<file path="src/design/pffl_pkg.sv">
// ----------------------------------------------------------------------------
// Page frame free list package
// Sizes, request classes, status codes and queue item type shared by the
// front end, the back end and the top level.
// ----------------------------------------------------------------------------
`timescale 1ns / 1ps
`default_nettype none

package pffl_pkg;

  localparam int NUM_FRAMES  = 4096;
  localparam int FRAME_SHIFT = 12;
  localparam int ADDR_W      = 24;
  localparam int COUNT_W     = 13;
  localparam int IDX_W       = $clog2(NUM_FRAMES);
  localparam int CNT_W       = $clog2(NUM_FRAMES + 1);
  localparam int QUEUE_DEPTH = 2;
  localparam int QPTR_W      = $clog2(QUEUE_DEPTH);
  localparam int QCNT_W      = $clog2(QUEUE_DEPTH + 1);

  typedef enum logic [1:0] {
    OP_ALLOC,
    OP_FREE,
    OP_REJECT
  } op_t;

  typedef enum logic [1:0] {
    ST_ALLOCATED     = 2'd0,
    ST_FREED         = 2'd1,
    ST_OUT_OF_FRAMES = 2'd2,
    ST_REJECTED      = 2'd3
  } status_t;

  typedef enum logic {
    BK_IDLE,
    BK_FETCH
  } back_state_t;

  typedef struct packed {
    op_t              op;
    logic [IDX_W-1:0] idx;
  } item_t;

endpackage

`default_nettype wire

</file>
<file path="src/design/pffl_if.sv">
// ----------------------------------------------------------------------------
// Page frame free list channels
// Request channel (command and frame address) and response channel
// (status, granted address and frame counts), each with valid and ready.
// ----------------------------------------------------------------------------
`timescale 1ns / 1ps
`default_nettype none

interface pffl_req_if;
  import pffl_pkg::*;

  logic              valid;
  logic              ready;
  logic              command;
  logic [ADDR_W-1:0] frame_address;

  modport source (output valid, command, frame_address, input ready);
  modport sink   (input valid, command, frame_address, output ready);
endinterface


`default_nettype wire

</file>
<file path="src/design/pffl_front.sv">
// ----------------------------------------------------------------------------
// Page frame free list front end
// Accepts requests, classifies each as allocate, valid free or rejected
// free, and holds them in a short queue for the back end.
// ----------------------------------------------------------------------------
`timescale 1ns / 1ps
`default_nettype none

module pffl_front (
  input  wire logic            clk,
  input  wire logic            rst,
  pffl_req_if.sink             req,
  output logic                 q_valid,
  output pffl_pkg::item_t      q_item,
  input  wire logic            q_ready
);
  import pffl_pkg::*;

  item_t             slots [QUEUE_DEPTH];
  logic [QPTR_W-1:0] wr_ptr;
  logic [QPTR_W-1:0] rd_ptr;
  logic [QCNT_W-1:0] fill;
  logic              push;
  logic              pop;
  logic              bad_addr;
  item_t             in_item;

  always_comb begin
    bad_addr = (req.frame_address == '0) ||
               (req.frame_address[FRAME_SHIFT-1:0] != '0) ||
               (32'(req.frame_address[ADDR_W-1:FRAME_SHIFT]) >= NUM_FRAMES);
    in_item.idx = IDX_W'(32'(req.frame_address[ADDR_W-1:FRAME_SHIFT]));
    if (!req.command) begin
      in_item.op = OP_ALLOC;
    end else if (bad_addr) begin
      in_item.op = OP_REJECT;
    end else begin
      in_item.op = OP_FREE;
    end
  end

  assign req.ready = (fill != QCNT_W'(QUEUE_DEPTH));
  assign push      = req.valid && req.ready;
  assign q_valid   = (fill != '0);
  assign q_item    = slots[rd_ptr];
  assign pop       = q_valid && q_ready;

  always_ff @(posedge clk) begin
    if (push) begin
      slots[wr_ptr] <= in_item;
    end
  end

  always_ff @(posedge clk) begin
    if (rst) begin
      wr_ptr <= '0;
      rd_ptr <= '0;
      fill   <= '0;
    end else begin
      if (push) begin
        wr_ptr <= (wr_ptr == QPTR_W'(QUEUE_DEPTH - 1)) ? '0 : wr_ptr + 1'b1;
      end
      if (pop) begin
        rd_ptr <= (rd_ptr == QPTR_W'(QUEUE_DEPTH - 1)) ? '0 : rd_ptr + 1'b1;
      end
      case ({push, pop})
        2'b10:   fill <= fill + 1'b1;
        2'b01:   fill <= fill - 1'b1;
        default: fill <= fill;
      endcase
    end
  end

endmodule

`default_nettype wire

</file>
<file path="src/flat_wrapper.sv">
// flat-port wrapper written by rule: the top's interface ports become plain ports
module pffl_front_flat import pffl_pkg::*;
  (clk, rst, q_valid, q_item, q_ready, req_valid, req_command, req_frame_address, req_ready);
  pffl_req_if req_i ();
  input  wire logic clk;
  input  wire logic rst;
  output logic q_valid;
  output pffl_pkg::item_t q_item;
  input  wire logic q_ready;
  input wire logic [$bits(req_i.valid)-1:0] req_valid;
  input wire logic [$bits(req_i.command)-1:0] req_command;
  input wire logic [$bits(req_i.frame_address)-1:0] req_frame_address;
  output wire logic [$bits(req_i.ready)-1:0] req_ready;
  assign req_i.valid = req_valid;
  assign req_i.command = req_command;
  assign req_i.frame_address = req_frame_address;
  assign req_ready = req_i.ready;
  pffl_front u_core (.clk(clk), .rst(rst), .req(req_i), .q_valid(q_valid), .q_item(q_item), .q_ready(q_ready));
endmodule
</file>
<file path="config.mk">
export PLATFORM = sky130hd
export DESIGN_NAME = pffl_front_flat
export DESIGN_NICKNAME = d
export VERILOG_FILES = /design/src/design/pffl_pkg.sv /design/src/design/pffl_if.sv /design/src/design/pffl_front.sv /design/src/flat_wrapper.sv
export SDC_FILE = /design/constraint.sdc
export NUM_CORES = 1
export LEC_CHECK = 0
export BUFFER_PORTS_ARGS = -buffer_cell sky130_fd_sc_hd__buf_2
export CAP_MARGIN = 20
export CORE_ASPECT_RATIO = 0.8
export CORE_UTILIZATION = 45
export CTS_BUF_LIST = sky130_fd_sc_hd__clkbuf_4 sky130_fd_sc_hd__clkbuf_8
export CTS_CLUSTER_SIZE = 25
export DETAILED_ROUTE_END_ITERATION = 6
export PLACE_DENSITY = 0.82
export SLEW_MARGIN = 20
export SYNTH_ARGS = -nofsm -noshare
export SYNTH_HDL_FRONTEND = slang
export SYNTH_SLANG_ARGS = --single-unit
</file>
<file path="constraint.sdc">
create_clock -name clk -period 4.1 [get_ports clk]
set_input_delay 0.82 -clock clk [delete_from_list [all_inputs] [get_ports clk]]
set_output_delay 0.82 -clock clk [all_outputs]
set_load 0.01 [all_outputs]
</file>
* Word level (Yosys, flattened, before mapping)
Memory sizes are Yosys's and may differ from the RTL's. A register that Yosys moved wholly into a read port is not among the register bits. Index checks and enable logic that the tools add are counted.
Word-level totals: word-level logic and storage cells 27, memories kept 1, register bits 4, memory bits (writable) 28, input port bits 29, output and inout bits 16
Operators by class: equality and inequality tests 3, add/subtract/negate cells 4, reductions and logical operators 7, muxes and demuxes 9
Memory list:
- u_core.slots | words 2, bits a word 14, read ports 1, clocked after memory_dff 1, wr ports 1, line pffl_front.sv:19 | item_t slots [QUEUE_DEPTH];
Operator list (count):
- zero test 24 bit | 1
- nonzero test 12 bit | 1
- 2-to-1 mux 1 bit | 6
- 2-to-1 mux 2 bit | 2
- case mux 2 bit (2 select lines) | 1
- nonzero test 2 bit | 2
- adder 1 bit (second input constant) | 2
- adder 2 x 1 -> 2 bit (second input constant) | 1
- == test 2 x 1 -> 1 bit (second input constant) | 1
- == test 2 bit (second input constant) | 1
- logical AND 1 bit | 2
- inequality test 2 bit (second input constant) | 1
- subtractor 2 x 1 -> 2 bit (second input constant) | 1
- logical OR 1 bit | 1

* Logic depth before layout (Yosys ltp)
word-level depth 4, mapped depth 6, depth with buffers taken out 6

* Least setup slack after synthesis
OpenSTA, ideal clock, no wires.
path type register to output, start point reg (tool-made name), end point out q_item[10] (netlist bit), path buffers 1, path slack 2.300 ns, data required time 3.280 ns, data arrival time 0.980 ns, stages on the path, launching flop included 3, cell sequence dfxtp_1 > buf_2 > mux2_2
RTL lines:
- to (decl) | line flat_wrapper.sv:8 | output pffl_pkg::item_t q_item;

==> reports/summary.md <==
## Status
• outcome: finished with violations
• violations in the final reports: DRC

## Critical path
• list of cells traversed by the critical path: mux2_2 > buf_2
• arrival time reported for the critical path endpoint: 1.58 ns
• flop-to-flop setup slack: 2.52 ns
• CP Depth: 2
• Worst path slowest cell: sky130_fd_sc_hd__dfxtp_1
• data required time at the worst endpoint: 3.28 ns
• top fanout value on the critical path: 14
• CP Capture Type: output port
• number of buffer and inverter instances along the worst setup path: 1
• maximum single-stage delay on the critical path: 0.72 ns
• crit path kind: reg -> out
• startpoint of the most critical register-to-register path: u_core.fill[0]
• Startpoint Class: register
• CP delay by family, top: flip-flops
• cells on worst reg2reg path: 2

## Logic synthesis
• number of synthesized register bits: 33
• count of unique library cells instantiated by Yosys: 23
• part of the Yosys area used for sequential elements: 72.7%
• Post-Syn Area per Cell: 16.6 µm²
• post-synthesis instance area: 1290 µm²
• number of warnings reported in the yosys synthesis log: 0
• Synthesized Nets: 108
• cell count after synthesis: 78

## Routing
• count of nets left with antenna violations after detail routing: 0
• Vias: 818
• routed wire length: 2050 µm
• drt first-iter violations: 12
• First-pass DRT Iterations: 6
• average routed wire per standard cell: 12.2 µm
• DRC: 2
• vias per cell: 4.90

## Floorplanning
• total number of placement rows: 17
• Die Area: 3090 µm²
• die extent in x: 61.9 µm
• top-level port count: 45
• initial standard-cell utilization of the core: 47.2%
• area of the core: 2740 µm²
• y dimension of the die: 50.0 µm

## Pwr
• VDD IR-drop max: 0.000272 V
• Power per Cell Area: 557 nW/µm²
• post-route total power: 897 µW
• static leakage: 0.632 nW

## STA
• highest clock rate: 0.417 GHz
• Final TNS setup: 0 ns
• total count of hold-check failures in the final report: 0
• worst hold slack across all endpoints: 0.530 ns
• Setup violations, final: 0
• setup repair after global routing missed its margin: no
• remaining max-slew budget at the tightest pin: 57.2%
• pins over their slew limit: 0
• slew at the pin closest to its max-slew limit: 0.641 ns
• clock period minus final worst setup slack: 2.40 ns
• largest clock skew in the final design: 0.00665 ns
• ratio of final minimum period to clock period: 58.5%

## CTS
• Clock Latency Late Sink: 0.32 ns
• TritonCTS clock tree: built
• total number of clock tree sinks: 33
• Clk pin slew, worst setup/hold paths: 0.09 ns
• Hold-fix buffers, CTS: 0
• Post-CTS Setup Bufs: 0
• number of instances resized during post-cts repair: 0
• master cell of the clock root buffer: sky130_fd_sc_hd__clkbuf_4
• number of buffers inserted during clock tree synthesis: 5
• deepest level of the CTS H-tree: 2
• CTS max path bufs: 2

## Finish
• # fillers: 212
• sequential cell area: 941 µm²
• Core Util, Final: 58.7%
• ratio of cells with drive above 1 in the final layout: 52.7%
• antenna cell count: 0
• area grow syn2layout: 24.6%
• final layout net count: 158
• multi-input combinational cell area: 340 µm²

## Placed design
• HPWL after DPL: 1540 µm
• GPL Wtd Cong: 0.721
• count of port buffers added during placement: 44

## Global routing
• pin count of the biggest net entering global routing: 15
• total routing resource utilization after global routing: 15.1%
• first-pass GRT wire length: 3130 µm
• Remaining Overflow, GRT: 0
• number of global-route vias before repair: 759
• number of antenna violations at the first check in global routing: 0

## Hold path
• Worst Hold Launch: u_core.rd_ptr
• Hold Path Class: reg -> reg
• hold path depth: 2

## Flow run
• max capacitance violation total: 0

[worst reg2reg max path, cell delays in order (launching register included)]
cell and delay, ns:
sky130_fd_sc_hd__dfxtp_1 0.41, sky130_fd_sc_hd__nand2b_1 0.21, sky130_fd_sc_hd__and3_1 0.60
[layout make-up]
cell class	count	share of cell area, %
Clock buffer	6	2.80
Tap cell	38	2.95
Multi-Input combinational cell	42	21.1
Timing Repair Buffer	44	13.7
Clock inverter	2	0.621
Sequential cell	33	58.4
Inverter	2	0.466
[sequential cells by signal (all words and copies together), names as in the netlist, named ones only]
signal and flops:
u_core.wr_ptr 1, u_core.fill 2, u_core.slots 28, u_core.rd_ptr 1
[kinds of logic (layout without fill, tap and decap cells)]
family	Yosys count	in the layout	synth area share, %
AO/OA/AOI/OAI	6	6	3.19
XOR/XNOR	3	3	2.03
adder cells (fa/ha/maj)	1	1	0.967
buffers and inverters	3	54	0.967
flip-flops	33	33	72.7
multiplexers	14	14	12.2
AND/OR/NAND/NOR	18	18	7.93
[power breakdown]
group / switching (mW) / internal (mW) / total (mW)
registers: 0.0404 / 0.428 / 0.468
clock network: 0.100 / 0.0718 / 0.172
logic: 0.121 / 0.137 / 0.257
[stage by stage]
| stage | cells | worst slack [ns] | cell area [µm²] |
|---|---|---|---|
| floorplan | 78 | 2.30 | 1290 |
| global placement | 159 | 2.05 | 1560 |
| detailed placement | 159 | 2.03 | 1560 |
| CTS | 167 | 1.65 | 1610 |
| global route | 167 | 1.57 | 1610 |
| finish | 167 | 1.70 | 1610 |
[cell usage in the layout (no fill, tap or decap), types with 2 or more instances in the layout]
master                     Yosys  final
sky130_fd_sc_hd__inv_1         2      2
sky130_fd_sc_hd__nor2_1        3      3
sky130_fd_sc_hd__mux2_2       14     14
sky130_fd_sc_hd__dfxtp_1       5      5
sky130_fd_sc_hd__nor4_1        6      6
sky130_fd_sc_hd__xnor2_1       2      2
sky130_fd_sc_hd__a21oi_1       2      2
sky130_fd_sc_hd__clkinv_2      0      2
sky130_fd_sc_hd__edfxtp_1     28     28
sky130_fd_sc_hd__nand3_1       2      2
sky130_fd_sc_hd__clkbuf_4      0      6
sky130_fd_sc_hd__buf_2         1     44
[per-layer routing]
metal	up-vias	wire [µm]	GRT usage [%]
met1	377	829	15.5
met3	3	107	4.72
li1	405	-	-
met2	33	1080	25.0
met5	-	0	0
met4	0	23	11.1
[synthesized netlist by cell type]
library cell,instances,area share [%]
sky130_fd_sc_hd__nand3_1,2,0.77
sky130_fd_sc_hd__xnor2_1,2,1.4
sky130_fd_sc_hd__xor2_1,1,0.68
sky130_fd_sc_hd__buf_2,1,0.39
sky130_fd_sc_hd__or2_2,1,0.48
sky130_fd_sc_hd__mux2_2,14,12
sky130_fd_sc_hd__edfxtp_1,28,65
sky130_fd_sc_hd__o21ai_0,1,0.39
sky130_fd_sc_hd__a21bo_2,1,0.77
sky130_fd_sc_hd__o21a_1,1,0.58
sky130_fd_sc_hd__a21oi_1,2,0.77
sky130_fd_sc_hd__nand3b_1,1,0.58
sky130_fd_sc_hd__nor2_1,3,0.87
sky130_fd_sc_hd__inv_1,2,0.58
sky130_fd_sc_hd__nor3b_1,1,0.58
sky130_fd_sc_hd__and3_1,1,0.48
sky130_fd_sc_hd__or3_1,1,0.48
sky130_fd_sc_hd__nor4_1,6,2.9
sky130_fd_sc_hd__dfxtp_1,5,7.7
sky130_fd_sc_hd__nand2_1,1,0.29
sky130_fd_sc_hd__nand2b_1,1,0.48
sky130_fd_sc_hd__ha_1,1,0.97
sky130_fd_sc_hd__a41oi_1,1,0.68
[final timing paths]
path | to
worst max-delay path | q_item[13]
worst min-delay path | register
worst max register to register | u_core.slots[1][13]
worst min register to register | register
Note: power is estimated with default switching activity, not from simulation.
